`src/design/skltc_pkg.sv`:
```
package skltc_pkg;

   typedef enum logic [2:0] {
      ACT_INSERT = 3'd0,
      ACT_DELETE = 3'd1,
      ACT_LIST   = 3'd2,
      ACT_CLEAR  = 3'd3,
      ACT_APPEND = 3'd4
   } action_type;

   typedef enum logic [1:0] {
      STAT_OK      = 2'd0,
      STAT_FULL    = 2'd1,
      STAT_MISSING = 2'd2,
      STAT_EMPTY   = 2'd3
   } status_type;

   typedef enum logic [1:0] {
      CELL_HOLD,
      CELL_INSERT,
      CELL_DELETE,
      CELL_ROTATE
   } cell_op_type;

   typedef struct packed {
      cell_op_type op;
      logic        ins_head;
      logic        ins_mid;
   } cell_ctrl_type;

   typedef enum logic {
      ST_IDLE,
      ST_LIST
   } state_type;

endpackage

```
`src/design/skltc_cell.sv`:
```
module skltc_cell #(
   parameter int KEY_BITS = 16,
   parameter int CNT_BITS = 5,
   parameter int INDEX    = 0
) (
   input  logic                       clock,
   input  skltc_pkg::cell_ctrl_type   ctrl,
   input  logic signed [KEY_BITS-1:0] op_key,
   input  logic [CNT_BITS-1:0]        count,
   input  logic signed [KEY_BITS-1:0] left_key,
   input  logic signed [KEY_BITS-1:0] right_key,
   input  logic signed [KEY_BITS-1:0] wrap_key,
   input  logic                       ins_prior_i,
   input  logic                       del_prior_i,
   output logic                       ins_prior_o,
   output logic                       del_prior_o,
   output logic signed [KEY_BITS-1:0] key_o,
   output logic                       lt_o
);

   localparam logic [CNT_BITS-1:0] IDX      = CNT_BITS'(INDEX);
   localparam logic [CNT_BITS-1:0] IDX_NEXT = CNT_BITS'(INDEX + 1);
   localparam logic                IS_HEAD  = (INDEX == 0);

   logic signed [KEY_BITS-1:0] key_ff;
   logic signed [KEY_BITS-1:0] key_in;
   logic occ;
   logic at_count;
   logic lt;
   logic hit;
   logic match;

   assign occ      = (count > IDX);
   assign at_count = (count == IDX);
   assign lt       = (key_ff < op_key);

   // first hit marks the insert slot; everything after it moves right
   assign hit = at_count
              | (ctrl.ins_mid & !IS_HEAD & occ & !lt)
              | (ctrl.ins_head & IS_HEAD);
   assign match = occ & (key_ff == op_key);

   assign ins_prior_o = ins_prior_i | hit;
   assign del_prior_o = del_prior_i | match;
   assign key_o       = key_ff;
   assign lt_o        = lt;

   always_comb begin
      case (ctrl.op)
         skltc_pkg::CELL_INSERT: begin
            if (ins_prior_i) begin
               key_in = left_key;
            end else if (hit) begin
               key_in = op_key;
            end else begin
               key_in = key_ff;
            end
         end
         skltc_pkg::CELL_DELETE: begin
            key_in = (del_prior_i | match) ? right_key : key_ff;
         end
         skltc_pkg::CELL_ROTATE: begin
            // the last occupied cell takes the head back
            key_in = (count == IDX_NEXT) ? wrap_key : right_key;
         end
         default: begin
            key_in = key_ff;
         end
      endcase
   end

   always_ff @(posedge clock) begin
      key_ff <= key_in;
   end

endmodule

```
`src/design/sorted_key_list_table_core.sv`:
```
// Channel   Ports                                   Direction  Handshake
// request   req_action, req_item_key                in         start high, busy low
// response  rsp_entry_key, rsp_status,              out        rsp_strobe, one cycle
//           rsp_entry_count, rsp_last_result
//
// For insert, append, delete, clear and unused codes the cell chain updates in
// the accepting cycle and the response beat follows on the next.
// A list gives one response beat per held entry (one if empty); the chain rotates one
// place per cycle through cell 0, and busy stays high until the last beat.
// Reset clears the entry count and the control state; cell keys are not reset.
// The receiver cannot stall: each response beat stands for exactly one cycle.
module sorted_key_list_table_core #(
   parameter int DEPTH    = 16,
   parameter int KEY_BITS = 16
) (
   input  logic                             clock,
   input  logic                             reset,
   input  logic                             start,
   output logic                             busy,
   input  logic [2:0]                       req_action,
   input  logic signed [KEY_BITS-1:0]       req_item_key,
   output logic                             rsp_strobe,
   output logic signed [KEY_BITS-1:0]       rsp_entry_key,
   output logic [1:0]                       rsp_status,
   output logic [$clog2(DEPTH+1)-1:0]       rsp_entry_count,
   output logic                             rsp_last_result
);

   localparam int CNT_BITS = $clog2(DEPTH + 1);
   localparam logic [CNT_BITS-1:0] FULL_COUNT = CNT_BITS'(DEPTH);
   localparam logic [CNT_BITS-1:0] ONE        = CNT_BITS'(1);

   skltc_pkg::state_type     state_ff, state_in;
   skltc_pkg::cell_ctrl_type ctrl;
   skltc_pkg::action_type    action;

   logic [CNT_BITS-1:0]        count_ff, count_in;
   logic [CNT_BITS-1:0]        list_idx_ff, list_idx_in;
   logic                       strobe_ff, strobe_in;
   logic signed [KEY_BITS-1:0] entry_key_ff, entry_key_in;
   logic [1:0]                 status_ff, status_in;
   logic [CNT_BITS-1:0]        entry_count_ff, entry_count_in;
   logic                       last_ff, last_in;

   logic signed [KEY_BITS-1:0] key_vec [DEPTH];
   logic [DEPTH-1:0]           lt_vec;
   logic [DEPTH-1:0]           tail_sel;
   logic [DEPTH:0]             ins_chain;
   logic [DEPTH:0]             del_chain;
   logic                       tail_lt;
   logic                       head_gt;

   assign ins_chain[0] = 1'b0;
   assign del_chain[0] = 1'b0;

   for (genvar i = 0; i < DEPTH; i++) begin : g_cell
      logic signed [KEY_BITS-1:0] left_key;
      logic signed [KEY_BITS-1:0] right_key;

      if (i == 0) begin : g_first
         assign left_key = req_item_key;
      end else begin : g_mid
         assign left_key = key_vec[i-1];
      end

      if (i == DEPTH - 1) begin : g_last
         assign right_key = key_vec[i];
      end else begin : g_inner
         assign right_key = key_vec[i+1];
      end

      assign tail_sel[i] = (count_ff == CNT_BITS'(i + 1));

      skltc_cell #(
         .KEY_BITS (KEY_BITS),
         .CNT_BITS (CNT_BITS),
         .INDEX    (i)
      ) u_cell (
         .clock       (clock),
         .ctrl        (ctrl),
         .op_key      (req_item_key),
         .count       (count_ff),
         .left_key    (left_key),
         .right_key   (right_key),
         .wrap_key    (key_vec[0]),
         .ins_prior_i (ins_chain[i]),
         .del_prior_i (del_chain[i]),
         .ins_prior_o (ins_chain[i+1]),
         .del_prior_o (del_chain[i+1]),
         .key_o       (key_vec[i]),
         .lt_o        (lt_vec[i])
      );
   end

   assign tail_lt = |(lt_vec & tail_sel);
   assign head_gt = (key_vec[0] > req_item_key);
   assign action  = skltc_pkg::action_type'(req_action);

   assign busy            = (state_ff == skltc_pkg::ST_LIST);
   assign rsp_strobe      = strobe_ff;
   assign rsp_entry_key   = entry_key_ff;
   assign rsp_status      = status_ff;
   assign rsp_entry_count = entry_count_ff;
   assign rsp_last_result = last_ff;

   always_comb begin
      state_in      = state_ff;
      count_in      = count_ff;
      list_idx_in   = list_idx_ff;
      strobe_in     = 1'b0;
      entry_key_in  = entry_key_ff;
      status_in     = status_ff;
      last_in       = last_ff;
      ctrl.op       = skltc_pkg::CELL_HOLD;
      ctrl.ins_head = 1'b0;
      ctrl.ins_mid  = 1'b0;

      unique case (state_ff)
         skltc_pkg::ST_IDLE: begin
            if (start) begin
               strobe_in    = 1'b1;
               last_in      = 1'b1;
               entry_key_in = req_item_key;
               status_in    = skltc_pkg::STAT_OK;
               unique case (action) inside
                  skltc_pkg::ACT_INSERT, skltc_pkg::ACT_APPEND: begin
                     if (count_ff == FULL_COUNT) begin
                        status_in = skltc_pkg::STAT_FULL;
                     end else begin
                        ctrl.op = skltc_pkg::CELL_INSERT;
                        if (action == skltc_pkg::ACT_INSERT && count_ff != '0 && !tail_lt) begin
                           ctrl.ins_head = head_gt;
                           ctrl.ins_mid  = !head_gt;
                        end
                        count_in = count_ff + ONE;
                     end
                  end
                  skltc_pkg::ACT_DELETE: begin
                     if (count_ff == '0) begin
                        status_in = skltc_pkg::STAT_EMPTY;
                     end else begin
                        ctrl.op = skltc_pkg::CELL_DELETE;
                        if (del_chain[DEPTH]) begin
                           count_in = count_ff - ONE;
                        end else begin
                           status_in = skltc_pkg::STAT_MISSING;
                        end
                     end
                  end
                  skltc_pkg::ACT_LIST: begin
                     if (count_ff == '0) begin
                        entry_key_in = '0;
                        status_in    = skltc_pkg::STAT_EMPTY;
                     end else begin
                        // emit the head now, rotate the rest through cell 0
                        entry_key_in = key_vec[0];
                        ctrl.op      = skltc_pkg::CELL_ROTATE;
                        if (count_ff != ONE) begin
                           last_in     = 1'b0;
                           list_idx_in = ONE;
                           state_in    = skltc_pkg::ST_LIST;
                        end
                     end
                  end
                  skltc_pkg::ACT_CLEAR: begin
                     entry_key_in = '0;
                     count_in     = '0;
                  end
                  default: begin
                     entry_key_in = '0;
                  end
               endcase
            end
         end
         skltc_pkg::ST_LIST: begin
            strobe_in    = 1'b1;
            entry_key_in = key_vec[0];
            status_in    = skltc_pkg::STAT_OK;
            ctrl.op      = skltc_pkg::CELL_ROTATE;
            last_in      = (list_idx_ff == count_ff - ONE);
            if (last_in) begin
               state_in = skltc_pkg::ST_IDLE;
            end else begin
               list_idx_in = list_idx_ff + ONE;
            end
         end
         default: begin
            state_in = skltc_pkg::ST_IDLE;
         end
      endcase

      entry_count_in = count_in;
   end

   always_ff @(posedge clock) begin
      if (reset) begin
         state_ff    <= skltc_pkg::ST_IDLE;
         count_ff    <= '0;
         list_idx_ff <= '0;
         strobe_ff   <= 1'b0;
      end else begin
         state_ff    <= state_in;
         count_ff    <= count_in;
         list_idx_ff <= list_idx_in;
         strobe_ff   <= strobe_in;
      end
   end

   // hold response payload between beats
   always_ff @(posedge clock) begin
      entry_key_ff   <= entry_key_in;
      status_ff      <= status_in;
      entry_count_ff <= entry_count_in;
      last_ff        <= last_in;
   end

endmodule
```
`config.mk`:
```
export PLATFORM = sky130hd
export DESIGN_NAME = sorted_key_list_table_core
export DESIGN_NICKNAME = d
export VERILOG_FILES = /design/src/design/skltc_pkg.sv /design/src/design/skltc_cell.sv /design/src/design/sorted_key_list_table_core.sv
export SDC_FILE = /design/constraint.sdc
export NUM_CORES = 1
export LEC_CHECK = 0
export ABC_CLOCK_PERIOD_IN_PS = 5150
export BUFFER_PORTS_ARGS = -buffer_cell sky130_fd_sc_hd__buf_4
export CELL_PAD_IN_SITES_DETAIL_PLACEMENT = 0
export CELL_PAD_IN_SITES_GLOBAL_PLACEMENT = 1
export CORE_MARGIN = 8
export CORE_UTILIZATION = 46
export CTS_CLUSTER_SIZE = 20
export DETAILED_ROUTE_END_ITERATION = 6
export PLACE_DENSITY = 0.9
export SYNTH_ARGS = -nofsm -noshare
export SYNTH_HDL_FRONTEND = slang
export SYNTH_SLANG_ARGS = --single-unit
```
`constraint.sdc`:
```
create_clock -name clock -period 5.15 [get_ports clock]
set_input_delay 0.515 -clock clock [delete_from_list [all_inputs] [get_ports clock]]
set_output_delay 0.515 -clock clock [all_outputs]
set_load 0.1 [all_outputs]
```
==> run_results.csv, run 1 <==
group,metric,value,unit
run_status,status,"complete, but fails checks",
run_status,violations,"design-rule violations, negative setup slack",
placed_design,dp_slack,-0.504,ns
cts,cts_buffers,37,
die,start_util,46.4,%
synthesis,ys_types,82,
worst_setup_path,required,5.43,ns
cells_and_area,nFillCells,4491,
worst_setup_path,crit_path_start,"g_cell[9].u_cell.key_o[11]",
global_route,grt_pass1_vias,22662,
global_route,antenna_found_initial,3,
cells_and_area,final_common_cell,"nand2_1",
worst_setup_path,arrival,5.45,ns
synthesis,synth_seq_cells,292,
worst_setup_path,crit_type,"register to register",
worst_setup_path,r2r-start,"g_cell[9].u_cell.key_o[11]",
timing,worstMarginPinSlew,1.44,ns
cts,clkTransAtPathRegs,0.06,ns
worst_setup_path,worst-path-max-fanout,8,
cts,clock_sinks,292,
die,ios,48,
cells_and_area,final_cell_mix,"nand2_1 (278), edfxtp_1 (275), ha_1 (262), buf_4 (249), mux2i_1 (167)",
synthesis,synth-async-reset-ratio,0,%
cells_and_area,drive_above_1_share,15.4,%
worst_setup_path,r2r_slack,-0.02,ns
worst_setup_path,crit_path_end,"g_cell[9].u_cell.key_o[9]",
cts,cts_hold_buffers,0,
synthesis,syn-cell-area,23700,um2
worst_hold_path,min_delay_path_depth,2,
timing,finalHoldViolations,0,
die,core,51100,um2
synthesis,ys_seq_area_share,36.3,%
synthesis,synth_warnings,0,
timing,whs,0.178,ns
timing,skew,0.0367,ns
detailed_routing,post_drt_via_cell_ratio,7.16,
pwr,powerDensity,241,nW/um2
worst_hold_path,hold_path_class,"input port to register",
synthesis,synthesis.nets,2755,
placed_design,dpl.hpwl,77.4,mm
timing,rsz0062_at_grt,"no",
die,die_h,243,um
global_route,grt_overflow,0,
timing,slew_viol_final,0,
cells_and_area,area_growth,17.2,%
cells_and_area,post-route-util,54.3,%
timing,relSlewSlack,2.79,%
cts,htree_levels,2,
pwr,ir_worst_vdd,184,uV
detailed_routing,first_iter_violations,3809,
synthesis,syn_inst,2471,
die,rows,83,
worst_setup_path,worstSetupStartpointType,"register",
cts,cts_buffer_depth,3,
detailed_routing,routedWlPerCell,31.5,um
run,maxCapViolations,0,
worst_setup_path,reg2reg_to,"g_cell[9].u_cell.key_o[9]",
global_route,gr-usage-all-layers,33.9,%
cts,clock_latency,0.59,ns
timing,finalSetupViolCount,1,
detailed_routing,vias,23706,
timing,fmax,193,MHz
synthesis,synth_ff_type,"edfxtp_1",
pwr,power_leakage,0.0108,uW
detailed_routing,dr.pass1.iters,7,
placed_design,port_buffers,47,
cells_and_area,final_nets,2889,
global_route,grt_max_degree,102,
detailed_routing,totalWireLength,104,mm
worst_setup_path,critPathCaptureType,"register",
detailed_routing,final_antenna_net_count,0,
cts,cts_tree,"built",
synthesis,yosys.area.top_type,"edfxtp_1",
synthesis,yosysTopAreaCellShare,34.9,%
synthesis,yosys-top-cells-area,"edfxtp_1 (35%), ha_1 (14%), mux2i_1 (7.1%)",
detailed_routing,drcViolationCount,1,
synthesis,synth_edf_count,275,
global_route,grt_pass1_wl,152,mm
synthesis,avgSynthCellArea,9.59,um2
placed_design,gp_congestion,1.08,
worst_setup_path,ff2ff_path_depth,16,
cells_and_area,diodes,0,
die,die-area,59000,um2
die,fp.dieW,243,um
cts,root_buffer,"clkbuf_16",
timing,period_share,100,%
timing,period_minus_slack,5.17,ns
timing,setup_slack,-0.0194,ns
## routing by layer
layer / share of wire [%] / GRT usage [%] / up-vias
met1: 38 / 44.6 / 11266
met3: 13 / 7.38 / 431
met4: 7.1 / 20.1 / 4
met2: 43 / 50.7 / 2001
li1: - / - / 10004
met5: 0.053 / 0.504 / -
## worst min-delay path by stage
stage / start / endpoint / slack, ns
3_3_place_gp: list_idx_ff[1] / list_idx_ff[1] / 0.52
3_5_place_dp: list_idx_ff[1] / list_idx_ff[1] / 0.55
4_1_cts: reset / count_ff[4] / 0.17
6_report: reset / count_ff[0] / 0.18
2_1_floorplan: list_idx_ff[1] / list_idx_ff[1] / 0.49
5_1_grt: reset / count_ff[4] / 0.20
## state kept, by name, indices dropped and copies added (netlist names)
name / count
g_cell.u_cell.key_o: 256
rsp_strobe: 1
busy: 1
rsp_last_result: 1
list_idx_ff: 5
count_ff: 5
rsp_entry_key: 16
rsp_status: 2
rsp_entry_count: 5
## worst max-delay path, stage by stage (launching register included)
cell and delay (ns):
edfxtp_1 0.51, ha_1 0.37, nand4_1 0.34, nor4_2 0.45, a21boi_1 0.43, a211o_1 0.18, mux2i_1 0.38, a22oi_1 0.19
nand4_2 0.14, buf_4 0.18, nor3b_2 0.07, buf_4 0.19, buf_4 0.17, a211oi_4 0.42, buf_12 0.22, mux2i_1 0.41
o221ai_1 0.20
## stage by stage
stage	cell area, um2	TNS, ns	power, uW	cells
finish	27800	-0.0194	6700	3313
global route	27800	0	6840	3313
CTS	27800	0	6660	3313
detailed placement	26500	-48.13	3920	3246
global placement	26500	-55.53	3890	3246
floorplan	23700	0	3440	2471
## cells in the mapped netlist (17+ instances only)
master and n:
a211oi_1 32, a21o_1 42, a21oi_1 142, a221oi_1 22, a22o_1 17, a22oi_1 35, a2bb2oi_1 17, a31oi_1 58
a32oi_1 34, and2_1 19, buf_2 23, clkbuf_1 152, dfxtp_1 17, edfxtp_1 275, ha_1 262, inv_1 49
mux2i_1 167, nand2_1 278, nand2b_1 18, nand3_1 58, nand4_1 51, nor2_1 120, nor2b_1 41, nor3_1 58
o211ai_1 66, o21ai_0 92, o221ai_1 113, o31ai_1 20, or3_1 19
## logic make-up after synthesis
| kind of cell | Yosys count | synth area share (%) |
|---|---|---|
| simple gates | 718 | 14.5 |
| xor+xnor | 12 | 0.444 |
| flops | 292 | 36.3 |
| buf+inv | 242 | 4.16 |
| mux | 175 | 7.45 |
| compound gates | 770 | 23.3 |
| fa+ha+maj | 262 | 13.8 |
## power breakdown
part	internal (uW)	switching, uW
registers	2700	74.1
logic	434	719
clock network	1620	1160
total	4750	1950
## area by class of cell
type | instances | area, um2 | area share [%]
Timing Repair Buffer | 288 | 2650 | 9.55
Tap cell | 680 | 851 | 3.06
Multi-Input combinational cell | 1937 | 14200 | 51.2
Clock buffer | 49 | 1070 | 3.84
Clock inverter | 18 | 196 | 0.708
Inverter | 49 | 184 | 0.663
Sequential cell | 292 | 8600 | 31.0
## repair_timing
item,4_1_cts,5_1_grt
buffers inserted,0,0
endpoints found under the hold margin,0,0
pin swaps,0,0
resized for setup,1,2
endpoints found under the setup margin,1,38
No activity file was read; power rests on OpenSTA's default activity.
==> run 2: changes to the inputs <==
CORE_UTILIZATION = 47   (was 46)
CTS_BUF_LIST = sky130_fd_sc_hd__clkbuf_4   (was not set)
PLACE_DENSITY = 0.91   (was 0.9)
==> run 2 against run 1 <==
Compared with the run above: the run now ends clean; flip-flop and latch count did not move; clock power fell by 14%; combinational power barely moved; final area fell by 1.2%; clock-buffer cell count rose by 78; first-iteration DRC count fell by 19%; die area fell by 2.0%; total power fell by 6.1%; critical path depth rose by 2; hold slack got worse by 0.0050 ns; sequential share of layout area rose by 0.39 points; core utilization rose by 0.54 points.
==> run_results.csv, run 2 (synthesis results as in run 1) <==
group,metric,value,unit
cts,cts_buffers,87,
worst_setup_path,arrival,5.57,ns
detailed_routing,first_iter_violations,3081,
cts,cts_tree,"built",
die,die_h,240,um
worst_setup_path,worstSetupStartpointType,"register",
cells_and_area,nFillCells,4492,
timing,finalSetupViolCount,0,
worst_setup_path,crit_chain,"ha_1, nand4_1, nor3_1, a21boi_0, buf_4, nor4_1, xor2_1, buf_4, o21a_1, nand4_2, buf_4, nor3_1, buf_4, nor4_2, buf_4, buf_12, mux2i_1, o221ai_1",
worst_setup_path,cp_slowest_stage_delay,0.51,ns
global_route,grt_overflow,0,
worst_setup_path,required,5.70,ns
cells_and_area,stdcell_area,27400,um2
worst_setup_path,critPathCaptureType,"register",
global_route,gr-usage-all-layers,35.1,%
timing,period_share,97.6,%
pwr,power_leakage,0.0108,uW
cells_and_area,multi_input_area,14200,um2
global_route,antenna_found_initial,3,
detailed_routing,final_antenna_net_count,0,
cells_and_area,largest_reg_flops,256,
run_status,status,"complete, no violations",
pwr,powerDensity,230,nW/um2
placed_design,dpl.hpwl,77.2,mm
timing,relSlewSlack,16.3,%
die,start_util,47.4,%
die,core,50000,um2
global_route,grt_pass1_wl,151,mm
placed_design,placed_cell_area,26200,um2
placed_design,place_inst,3216,
cells_and_area,fin_cells,3377,
pwr,ir_worst_vdd,116,uV
run,maxCapViolations,0,
detailed_routing,totalWireLength,103,mm
cts,htree_levels,3,
detailed_routing,vias,23705,
worst_setup_path,cp_num_buf_inv,6,
worst_setup_path,r2r-start,"g_cell[6].u_cell.key_o[15]",
worst_setup_path,critPathTopFamily,"simple AND/OR/NAND/NOR gates",
worst_hold_path,hold_path.startpoint,"req_action[0]",
die,fp.dieW,240,um
cells_and_area,final_common_cell,"nand2_1",
cells_and_area,post-route-util,54.9,%
cts,clkTransAtPathRegs,0.07,ns
placed_design,dp_slack,-0.294,ns
worst_hold_path,hold_path_class,"input port to register",
placed_design,port_buffers,47,
cts,cts_buffer_depth,3,
worst_hold_path,min_delay_path_depth,4,
pwr,power.total,6300,uW
detailed_routing,routedWlPerCell,30.6,um
worst_setup_path,cpMostUsedCell,"buf_4",
timing,finalHoldViolations,0,
cells_and_area,final_cell_mix,"nand2_1 (278), edfxtp_1 (275), ha_1 (262), buf_4 (234), mux2i_1 (167)",
cells_and_area,area_growth,15.7,%
worst_setup_path,critPathSlowestCell,"nor3_1",
cells_and_area,drive_above_1_share,17.2,%
worst_hold_path,min_to,"rsp_status[0]",
detailed_routing,post_drt_via_cell_ratio,7.02,
worst_setup_path,r2r_slack,0.12,ns
cells_and_area,regArea,8600,um2
die,die-area,57800,um2
worst_setup_path,crit_type,"register to register",
die,ios,48,
timing,slew_viol_final,0,
cts,clock_sinks,292,
placed_design,gp_congestion,1.06,
cts,root_buffer,"clkbuf_4",
detailed_routing,drcViolationCount,0,
global_route,grt_pass1_vias,23200,
die,rows,82,
timing,rsz0062_at_grt,"no",
global_route,grt_max_degree,225,
cells_and_area,final_nets,2922,
timing,period_minus_slack,5.03,ns
timing,fmax,199,MHz
timing,worstMarginPinSlew,1.26,ns
timing,skew,0.0494,ns
timing,setup_slack,0.124,ns
worst_setup_path,ff2ff_path_depth,18,
detailed_routing,dr.pass1.iters,6,
worst_setup_path,reg2reg_to,"g_cell[6].u_cell.key_o[10]",
cts,clock_latency,0.89,ns
worst_setup_path,worst-path-max-fanout,8,
## run 2: cell types whose count changed in the layout (fill, tap and decap cells not counted), moves of 3 or more
cell and delta:
clkinv_1 +14, clkbuf_16 -41, buf_12 -6, clkbuf_4 +127, diode_2 +3, dlygate4sd3_1 +3
clkinv_4 -3, clkbuf_1 -7, buf_4 -15
## run 2: worst register-to-register path: stages, from the launching register on
cell and delay [ns]:
edfxtp_1 0.46, ha_1 0.34, nand4_1 0.16, nor3_1 0.51
a21boi_0 0.41, buf_4 0.18, nor4_1 0.05, xor2_1 0.47
buf_4 0.22, o21a_1 0.17, nand4_2 0.21, buf_4 0.21
nor3_1 0.36, buf_4 0.19, nor4_2 0.03, buf_4 0.20
buf_12 0.15, mux2i_1 0.22, o221ai_1 0.15
## run 2: metrics by stage
step | setup TNS, ns | hold slack (ns)
2_1_floorplan | 0 | 0.491
3_3_place_gp | -45.16 | 0.517
3_5_place_dp | -31.92 | 0.543
4_1_cts | 0 | 0.137
5_1_grt | 0 | 0.198
6_report | 0 | 0.173
## run 2: cell type report
| cell class | instances | share of cell area (%) |
|---|---|---|
| multi-input combinational | 1937 | 51.8 |
| sequential | 292 | 31.4 |
| timing repair buffer | 271 | 8.97 |
| clock buffer | 127 | 3.48 |
| tap | 672 | 3.07 |
| inverter | 49 | 0.671 |
| clock inverter | 26 | 0.602 |
| antenna | 3 | 0.0274 |
## run 2: worst max path at each step
| stage | from | to | slack [ns] | cells past startpoint |
|---|---|---|---|---|
| 3_5_place_dp | req_item_key[12] | g_cell[6].u_cell.key_o[15] | -0.29 | 19 |
| 2_1_floorplan | req_item_key[5] | g_cell[5].u_cell.key_o[0] | 0.003 | 15 |
| 4_1_cts | g_cell[13].u_cell.key_o[15] | g_cell[6].u_cell.key_o[8] | 0.17 | 16 |
| 5_1_grt | g_cell[8].u_cell.key_o[15] | g_cell[13].u_cell.key_o[8] | 0.10 | 13 |
| 3_3_place_gp | req_item_key[13] | g_cell[6].u_cell.key_o[15] | -0.28 | 19 |
| 6_report | g_cell[6].u_cell.key_o[15] | g_cell[6].u_cell.key_o[10] | 0.12 | 18 |
## run 2: routing by layer
metal	routed length, um	share of wire (%)	global-route usage, %	vias to the layer above
met1	38800	37	43.8	11472
met4	7330	7.1	22.1	2
met2	43800	42	52.3	1720
met5	20	0.019	0	-
li1	-	-	-	10128
met3	13500	13	10.8	383
## run 2: repair_timing
item | 4_1_cts | 5_1_grt
hold buffers | 3 | 0
setup endpoints to repair | 0 | 241
buffers inserted | 0 | 0
endpoints found under the hold margin | 10 | 0
resized for setup | 0 | 4
## run 2: power breakdown
| group | total (uW) | switching (uW) | internal [uW] | leakage, uW |
|---|---|---|---|---|
| registers | 2770 | 75.8 | 2700 | 0.00268 |
| logic | 1130 | 718 | 413 | 0.00744 |
| clock network | 2390 | 1170 | 1230 | 0.000656 |
